File: src/rtl/core/assert_macros.svh
// Assertion macros for the RTL files.
`ifndef ASSERT_MACROS_SVH
`define ASSERT_MACROS_SVH

`ifndef SYNTHESIS
// Clocked assertion, disabled while in reset.
`define KRS_ASSERT(lbl, prop, msg) \
  lbl: assert property (@(posedge clk_i) disable iff (!rst_ni) prop) else $error(msg);
// Clocked assertion, checked during reset as well.
`define KRS_ASSERT_ALWAYS(lbl, prop, msg) \
  lbl: assert property (@(posedge clk_i) prop) else $error(msg);
`else
`define KRS_ASSERT(lbl, prop, msg)
`define KRS_ASSERT_ALWAYS(lbl, prop, msg)
`endif

`endif

File: src/rtl/core/krs_pkg.sv
// Types and constants of the keyed repeat suppressor.
package krs_pkg;

  localparam int unsigned SlotCountDef = 8;
  localparam int unsigned KeyW         = 32;
  localparam int unsigned TimeW        = 64;
  localparam int unsigned CountW       = 32;
  localparam int unsigned AddrW        = 4;
  localparam int unsigned DataW        = 64;

  localparam logic [TimeW-1:0] IntervalReset = 64'd10000000;

  // register index bit of paddr (registers sit at 8*i)
  localparam logic REG_INTERVAL = 1'b0;

  typedef enum logic {
    OP_CHECK = 1'b0,
    OP_CLEAR = 1'b1
  } op_e;

  typedef enum logic [1:0] {
    ST_IDLE,
    ST_SCAN,
    ST_DIFF,
    ST_JUDGE
  } st_e;

endpackage

File: src/rtl/core/keyed_repeat_suppressor.sv
// Keyed repeat suppressor: slot table with oldest-slot replacement.
//
//   channel   handshake              payload
//   check in  start / busy           opcode_i, event_key_i, now_time_i
//   result    done_o (one cycle)     suppressed_o, repeats_reported_o, suppressed_total_o
//   config    APB psel/penable/...   repeat_interval at paddr 0, 64-bit data
//
// A check with a nonzero key keeps busy high while one slot
// is compared per cycle through the single read port of the slot store, then the
// shared 64-bit subtractor forms now minus last and compares it with the interval.
// Clear and zero-key items strobe their word the cycle after acceptance.
// Reset empties the table at once through per-slot valid bits; no clearing pass.
// The receiver cannot stall: done_o is high for exactly one cycle per item.
`include "assert_macros.svh"

module keyed_repeat_suppressor #(
  parameter int unsigned SLOT_COUNT = krs_pkg::SlotCountDef
) (
  input  logic                        clk_i,
  input  logic                        rst_ni,
  // check/clear items
  input  logic                        start,
  output logic                        busy,
  input  logic                        opcode_i,
  input  logic [krs_pkg::KeyW-1:0]    event_key_i,
  input  logic [krs_pkg::TimeW-1:0]   now_time_i,
  // results
  output logic                        done_o,
  output logic                        suppressed_o,
  output logic [krs_pkg::CountW-1:0]  repeats_reported_o,
  output logic [krs_pkg::CountW-1:0]  suppressed_total_o,
  // configuration
  input  logic                        psel,
  input  logic                        penable,
  input  logic                        pwrite,
  input  logic [krs_pkg::AddrW-1:0]   paddr,
  input  logic [krs_pkg::DataW-1:0]   pwdata,
  output logic [krs_pkg::DataW-1:0]   prdata,
  output logic                        pready
);
  import krs_pkg::*;

  localparam int unsigned IdxW  = (SLOT_COUNT > 1) ? $clog2(SLOT_COUNT) : 1;
  localparam int unsigned ScanW = $clog2(SLOT_COUNT + 1);
  localparam logic [ScanW-1:0] ScanEnd = ScanW'(SLOT_COUNT);
  localparam logic [IdxW-1:0]  LastIdx = IdxW'(SLOT_COUNT - 1);

  // slot store
  logic [KeyW-1:0]   key_mem  [SLOT_COUNT];
  logic [TimeW-1:0]  time_mem [SLOT_COUNT];
  logic [CountW-1:0] rep_mem  [SLOT_COUNT];
  logic [SLOT_COUNT-1:0] valid_q;

  st_e state_q, state_d;

  logic [KeyW-1:0]   key_q;
  logic [TimeW-1:0]  now_q;
  logic [TimeW-1:0]  interval_q;
  logic [CountW-1:0] total_q;

  logic [ScanW-1:0]  rd_cnt_q;
  logic              cmp_vld_q;
  logic [IdxW-1:0]   cmp_idx_q;
  logic [KeyW-1:0]   rd_key_q;
  logic [TimeW-1:0]  rd_time_q;
  logic [CountW-1:0] rd_rep_q;
  logic              rd_vld_q;

  logic [IdxW-1:0]   vic_idx_q;
  logic [TimeW-1:0]  vic_time_q;
  logic [IdxW-1:0]   sel_idx_q;
  logic              sel_match_q;
  logic [TimeW-1:0]  sel_last_q;
  logic [CountW-1:0] sel_rep_q;
  logic [TimeW-1:0]  diff_q;

  logic              done_q;
  logic              supp_q;
  logic [CountW-1:0] rep_out_q;

  logic              accept, acc_check, acc_other;
  logic              rd_en, scan_stop, wr_supp, wr_pass, cfg_wr;
  logic [IdxW-1:0]   rd_addr, vic_idx_nx;
  logic [KeyW-1:0]   eff_key;
  logic [TimeW-1:0]  eff_last;
  logic [CountW-1:0] eff_rep;
  logic              key_eq, hit, take_vic, borrow, supp;
  logic [TimeW-1:0]  sub_a, sub_b;
  logic [TimeW:0]    sub_res;

  // ---------------------------------------------------------------
  // datapath
  assign accept    = start && !busy;
  assign acc_check = accept && (opcode_i == OP_CHECK) && (event_key_i != '0);
  assign acc_other = accept && !acc_check;
  assign rd_addr   = rd_cnt_q[IdxW-1:0];

  // slots that were never written or were cleared read as empty
  assign eff_key  = rd_vld_q ? rd_key_q  : '0;
  assign eff_last = rd_vld_q ? rd_time_q : '0;
  assign eff_rep  = rd_vld_q ? rd_rep_q  : '0;

  assign key_eq = (eff_key == key_q);
  assign hit    = cmp_vld_q && (key_eq || (eff_key == '0));

  // shared subtractor: victim age compare, elapsed time, window compare
  always_comb begin
    case (state_q)
      ST_SCAN: begin
        sub_a = eff_last;
        sub_b = vic_time_q;
      end
      ST_DIFF: begin
        sub_a = now_q;
        sub_b = sel_last_q;
      end
      default: begin
        sub_a = diff_q;
        sub_b = interval_q;
      end
    endcase
  end

  assign sub_res = {1'b0, sub_a} - {1'b0, sub_b};
  assign borrow  = sub_res[TimeW];

  // strictly older wins, so ties keep the lowest index
  assign take_vic   = cmp_vld_q && ((cmp_idx_q == '0) || borrow);
  assign vic_idx_nx = take_vic ? cmp_idx_q : vic_idx_q;
  assign scan_stop  = hit || (cmp_vld_q && (cmp_idx_q == LastIdx));

  assign supp = sel_match_q && borrow;

  // ---------------------------------------------------------------
  // sequencer
  always_comb begin
    state_d = state_q;
    case (state_q)
      ST_IDLE: begin
        if (acc_check) state_d = ST_SCAN;
      end
      ST_SCAN: begin
        if (scan_stop) state_d = ST_DIFF;
      end
      ST_DIFF:  state_d = ST_JUDGE;
      ST_JUDGE: state_d = ST_IDLE;
      default:  state_d = ST_IDLE;
    endcase
  end

  always_comb begin
    busy    = (state_q != ST_IDLE);
    rd_en   = (state_q == ST_SCAN) && (rd_cnt_q != ScanEnd) && !scan_stop;
    wr_supp = (state_q == ST_JUDGE) && supp;
    wr_pass = (state_q == ST_JUDGE) && !supp;
  end

  assign cfg_wr = psel && penable && pwrite && pready;

  // control registers
  always_ff @(posedge clk_i or negedge rst_ni) begin
    if (!rst_ni) begin
      state_q    <= ST_IDLE;
      valid_q    <= '0;
      total_q    <= '0;
      interval_q <= IntervalReset;
      done_q     <= 1'b0;
      rd_cnt_q   <= '0;
      cmp_vld_q  <= 1'b0;
    end else begin
      state_q   <= state_d;
      done_q    <= acc_other || (state_q == ST_JUDGE);
      cmp_vld_q <= rd_en;
      if (rd_en) begin
        rd_cnt_q <= rd_cnt_q + 1'b1;
      end else if (state_q != ST_SCAN) begin
        rd_cnt_q <= '0;
      end
      if (accept && (opcode_i == OP_CLEAR)) begin
        valid_q <= '0;
        total_q <= '0;
      end
      if (wr_pass) valid_q[sel_idx_q] <= 1'b1;
      if (wr_supp) total_q <= total_q + 1'b1;
      if (cfg_wr && (paddr[3] == REG_INTERVAL)) interval_q <= pwdata;
    end
  end

  // item and scan payload
  always_ff @(posedge clk_i) begin
    if (acc_check) begin
      key_q <= event_key_i;
      now_q <= now_time_i;
    end
    if (rd_en) cmp_idx_q <= rd_addr;
    if (state_q == ST_SCAN) begin
      vic_idx_q <= vic_idx_nx;
      if (take_vic) vic_time_q <= eff_last;
      if (hit) begin
        sel_idx_q   <= cmp_idx_q;
        sel_match_q <= key_eq;
        sel_last_q  <= eff_last;
        sel_rep_q   <= eff_rep;
      end else if (scan_stop) begin
        // table full: replace the oldest slot
        sel_idx_q   <= vic_idx_nx;
        sel_match_q <= 1'b0;
        sel_last_q  <= eff_last;
        sel_rep_q   <= '0;
      end
    end
    if (state_q == ST_DIFF) diff_q <= sub_res[TimeW-1:0];
    if (acc_other) begin
      supp_q    <= 1'b0;
      rep_out_q <= '0;
    end else if (state_q == ST_JUDGE) begin
      supp_q    <= supp;
      rep_out_q <= supp ? '0 : (sel_match_q ? sel_rep_q : '0);
    end
  end

  // slot store, one read and one write port
  always_ff @(posedge clk_i) begin
    if (rd_en) begin
      rd_key_q  <= key_mem[rd_addr];
      rd_time_q <= time_mem[rd_addr];
      rd_rep_q  <= rep_mem[rd_addr];
      rd_vld_q  <= valid_q[rd_addr];
    end
    if (wr_pass) begin
      key_mem[sel_idx_q]  <= key_q;
      time_mem[sel_idx_q] <= now_q;
      rep_mem[sel_idx_q]  <= '0;
    end else if (wr_supp) begin
      rep_mem[sel_idx_q]  <= sel_rep_q + 1'b1;
    end
  end

  // ---------------------------------------------------------------
  // outputs
  assign done_o             = done_q;
  assign suppressed_o       = supp_q;
  assign repeats_reported_o = rep_out_q;
  assign suppressed_total_o = total_q;

  assign pready = 1'b1;
  assign prdata = (paddr[3] == REG_INTERVAL) ? interval_q : '0;

  // ---------------------------------------------------------------
  // assertions
  `KRS_ASSERT(a_done_not_busy, done_o |-> !busy, "result word strobed while busy")
  `KRS_ASSERT(a_judge_strobes, (state_q == ST_JUDGE) |=> done_o, "decision gave no word")
  `KRS_ASSERT(a_accept_moves, (start && !busy) |=> (busy || done_o), "accepted word dropped")

endmodule
File: config.mk
export PLATFORM = sky130hd
export DESIGN_NAME = keyed_repeat_suppressor
export DESIGN_NICKNAME = d
export VERILOG_FILES = /design/src/rtl/core/krs_pkg.sv /design/src/rtl/core/keyed_repeat_suppressor.sv
export VERILOG_INCLUDE_DIRS = /design/src /design/src/rtl/core
export SDC_FILE = /design/constraint.sdc
export NUM_CORES = 2
export LEC_CHECK = 0
export BUFFER_PORTS_ARGS = -buffer_cell sky130_fd_sc_hd__buf_2
export CAP_MARGIN = 20
export CORE_UTILIZATION = 48
export CTS_CLUSTER_SIZE = 14
export DETAILED_ROUTE_END_ITERATION = 10
export REMOVE_ABC_BUFFERS = 1
export SLEW_MARGIN = 10
export SYNTH_ARGS = -nofsm -noshare
export SYNTH_HDL_FRONTEND = slang
export SYNTH_SLANG_ARGS = --single-unit
File: constraint.sdc
create_clock -name clk_i -period 32.1 [get_ports clk_i]
set_input_delay 1.605 -clock clk_i [delete_from_list [all_inputs] [get_ports clk_i]]
set_output_delay 1.605 -clock clk_i [all_outputs]
set_load 0.02 [all_outputs]
==> results.toml <==
[route]
wl_met2_um = 73300
wl_met3_um = 8750
wl_um = 154000
antenna_left = 0
wl_met1_um = 68300
wl_per_cell_um = 25.1
drtIter0Drc = 3001
top_layer_used = "met5"
vias = 35594
first_pass_iters = 5
via_per_inst = 5.80
route.detailed.drc = 0

[critical_path]
path_class = "flip-flop to flip-flop"
crit_path_frequent_cell = "buf_4"
critPathMaxFanout = 63
cpMaxStageDelayCell = "nor2_4"
critPathMaxStageDelay_ns = 0.83
critPathLaunchType = "flip-flop"
cp-end-kind = "flip-flop"
cp_cell_sequence = "inv_1, ha_4, buf_4, buf_4, a22oi_1, nand2_1, o21ai_0, ha_1, nand2_1, o21ai_0, nor2_1, o21ai_0, a311oi_2, o2111ai_1, a31oi_1, a21boi_1, nand2_1, nor2_4, buf_4, buf_4"
required_ns = 32.49
arrival_ns = 9.34
r2r_setup_slack_ns = 23.15
critPathTopFamily = "buffers and inverters"
path_buf_inv = 5

[synth]
yosysSeqAreaShare_pct = 71.9
synth_edf_count = 1483
syn_area_per_cell_sq_um = 17.2
ys_warn_count = 0
synth-seq-cells = 1628
synth_area_leader_cell = "edfxtp_1"
synth_cell_types = 85
ys_top_cells_by_area = "edfxtp_1 (67%), mux4_2 (8.7%), dfrtp_1 (3.9%)"
syn_area_sq_um = 66800
synth_flop_cell = "edfxtp_1"
postSynthCellCount = 3879
synth_top_area_share_pct = 66.7
synthArstFlopShare_pct = 6.88

[power]
p_leak_nw = 25.7
powerDensity_nw_per_um2 = 111
vdd_drop_max_mv = 0.112

[global_route]
grt_pass1_vias = 35962
grt-ovfl-total = 0
antenna_found_initial = 8
grt_max_degree = 177
grt_use_total_pct = 22.2
grt_pass1_wl_um = 232000

[sta]
max_slew_margin_pct = 26.8
hold_slack_ns = 0.473
period_needed_ns = 8.95
max_freq_mhz = 112
rsz0062_at_grt = "no"
hold_viol_final = 0
setup_violations = 0
worst-slew-pin-transition_ns = 1.10
fin_skew_ns = 0.0287
finalSetupTns_ns = 0
slew_violations = 0
fin_crit_sh_pct = 27.9

[layout]
layout-drive-gt1-share_pct = 25.7
final_nets = 4444
final_common_cell = "edfxtp_1"
fillers = 10779
syn_to_final_growth_pct = 13.9
final_cell_mix = "edfxtp_1 (1,483), buf_2 (296), mux4_2 (258)"

[clock_network]
postCtsSetupBuffers = 0
cts_tree = "built"
clkLatencyLatePin_ns = 0.79
cts.sinks = 1628
numCtsBuffers = 170
clockRootBuffer = "clkbuf_16"
cts.repair.resized = 0
holdBufCountCts = 0
cts_max_level = 4
clk_pin_slew_ns = 0.06
cts_max_path_buffers = 3

[floorplanning]
core-area_sq_um = 138000
initial_utilization_pct = 48.5
dieArea_sq_um = 141000
ioPinCount = 303
num_rows = 136
chipHeight_um = 375
die_x_um = 375

[status]
outcome = "complete, no violations"

[placed_design]
place_hpwl_um = 86000
place_congestion = 0.894
io_buffers = 298

[min_path]
hold_path.class = "flip-flop to flip-flop"

[run]
maxCapViolCount = 0
[state kept, by name, indices dropped and copies added (netlist names), 64 cells and up]
name        count
rep_mem       256
key_mem       256
interval_q     64
sel_last_q     64
time_mem      512
now_q          64
diff_q         64
vic_time_q     64
rd_time_q      64
[cells by family after synthesis]
family | after synthesis | synth area share [%]
AO/OA/AOI/OAI | 650 | 6.39
XOR/XNOR | 100 | 1.31
adder cells (fa/ha/maj) | 75 | 1.42
buffers and inverters | 248 | 1.50
flip-flops | 1628 | 71.9
multiplexers | 458 | 12.1
other | 1 | 0.00562
AND/OR/NAND/NOR | 719 | 5.42
[metal layers]
| layer | vias up | track usage (%) |
|---|---|---|
| met5 | - | 0 |
| met3 | 218 | 4.00 |
| met2 | 994 | 35.1 |
| li1 | 16049 | - |
| met4 | 8 | 6.40 |
| met1 | 18325 | 31.5 |
[layout make-up]
class / instances / area [sq um] / area share (%)
timing repair buffer: 355 / 1970 / 2.58
sequential: 1628 / 48000 / 63.1
antenna: 3 / 7.51 / 0.00987
multi-input combinational: 2003 / 18000 / 23.6
clock buffer: 222 / 4720 / 6.20
tap: 1794 / 2240 / 2.95
clock inverter: 92 / 1000 / 1.32
inverter: 40 / 155 / 0.204
[path summary, 6_finish.rpt]
kind	from	to	depth (start not counted)
worst max-delay path	state_q[0]$_DFFE_PN0P_	key_mem[7][9]$_DFFE_PP_	20
min in group asynchronous	rst_ni	interval_q[49]$_DFFE_PN0P_	1
max in group asynchronous	rst_ni	rd_cnt_q[1]$_DFFE_PN0P_	2
worst min-delay path	repeats_reported_o[14]$_SDFFE_PP0P_	repeats_reported_o[14]$_SDFFE_PP0P_	1
worst max register to register	state_q[0]$_DFFE_PN0P_	key_mem[7][9]$_DFFE_PP_	20
worst min register to register	repeats_reported_o[14]$_SDFFE_PP0P_	repeats_reported_o[14]$_SDFFE_PP0P_	1
[synth_stat cells, drive strengths merged, types with 4 or more instances]
library cell and count:
dfstp 8, o41ai 4, inv 40, dfrtp 104, and4 5, or3 5, nor2b 83, o31ai 30
o21ai 161, o21bai 6, a22o 32, nand2 173, a221oi 10, buf 53, o211ai 8, mux4 258
nor2 167, edfxtp 1483, nand3 48, clkbuf 155, nor4 26, dfxtp 33, a21oi 146, xor2 51
nand4 34, and2 104, nor3 18, a22oi 137, a21o 57, ha 74, a31oi 15, nand2b 21
mux2 196, xnor2 49, and3 26, o21a 4, mux2i 4, a21boi 6
[report_power, final]
group          internal [W]  switching [W]  leakage (nW)
logic               0.00136        0.00207          7.72
registers           0.00286       0.000168          15.2
clock network       0.00119       0.000812          2.79
total               0.00540        0.00305          25.7
[through the flow]
step / utilization, % / setup WS, ns / cell area [sq um] / power [W] / std cells
after CTS: 55.3 / 23.13 / 76100 / 0.00850 / 6134
after floorplan: - / 11.47 / 65900 / 0.00581 / 3671
after global placement: 51.1 / 23.25 / 70400 / 0.00644 / 5820
final: 55.3 / 23.15 / 76100 / 0.00846 / 6137
after global routing: 55.3 / 22.62 / 76100 / 0.00894 / 6135
after detailed placement: 51.1 / 23.19 / 70400 / 0.00647 / 5820
(Power assumes the default switching activity.)
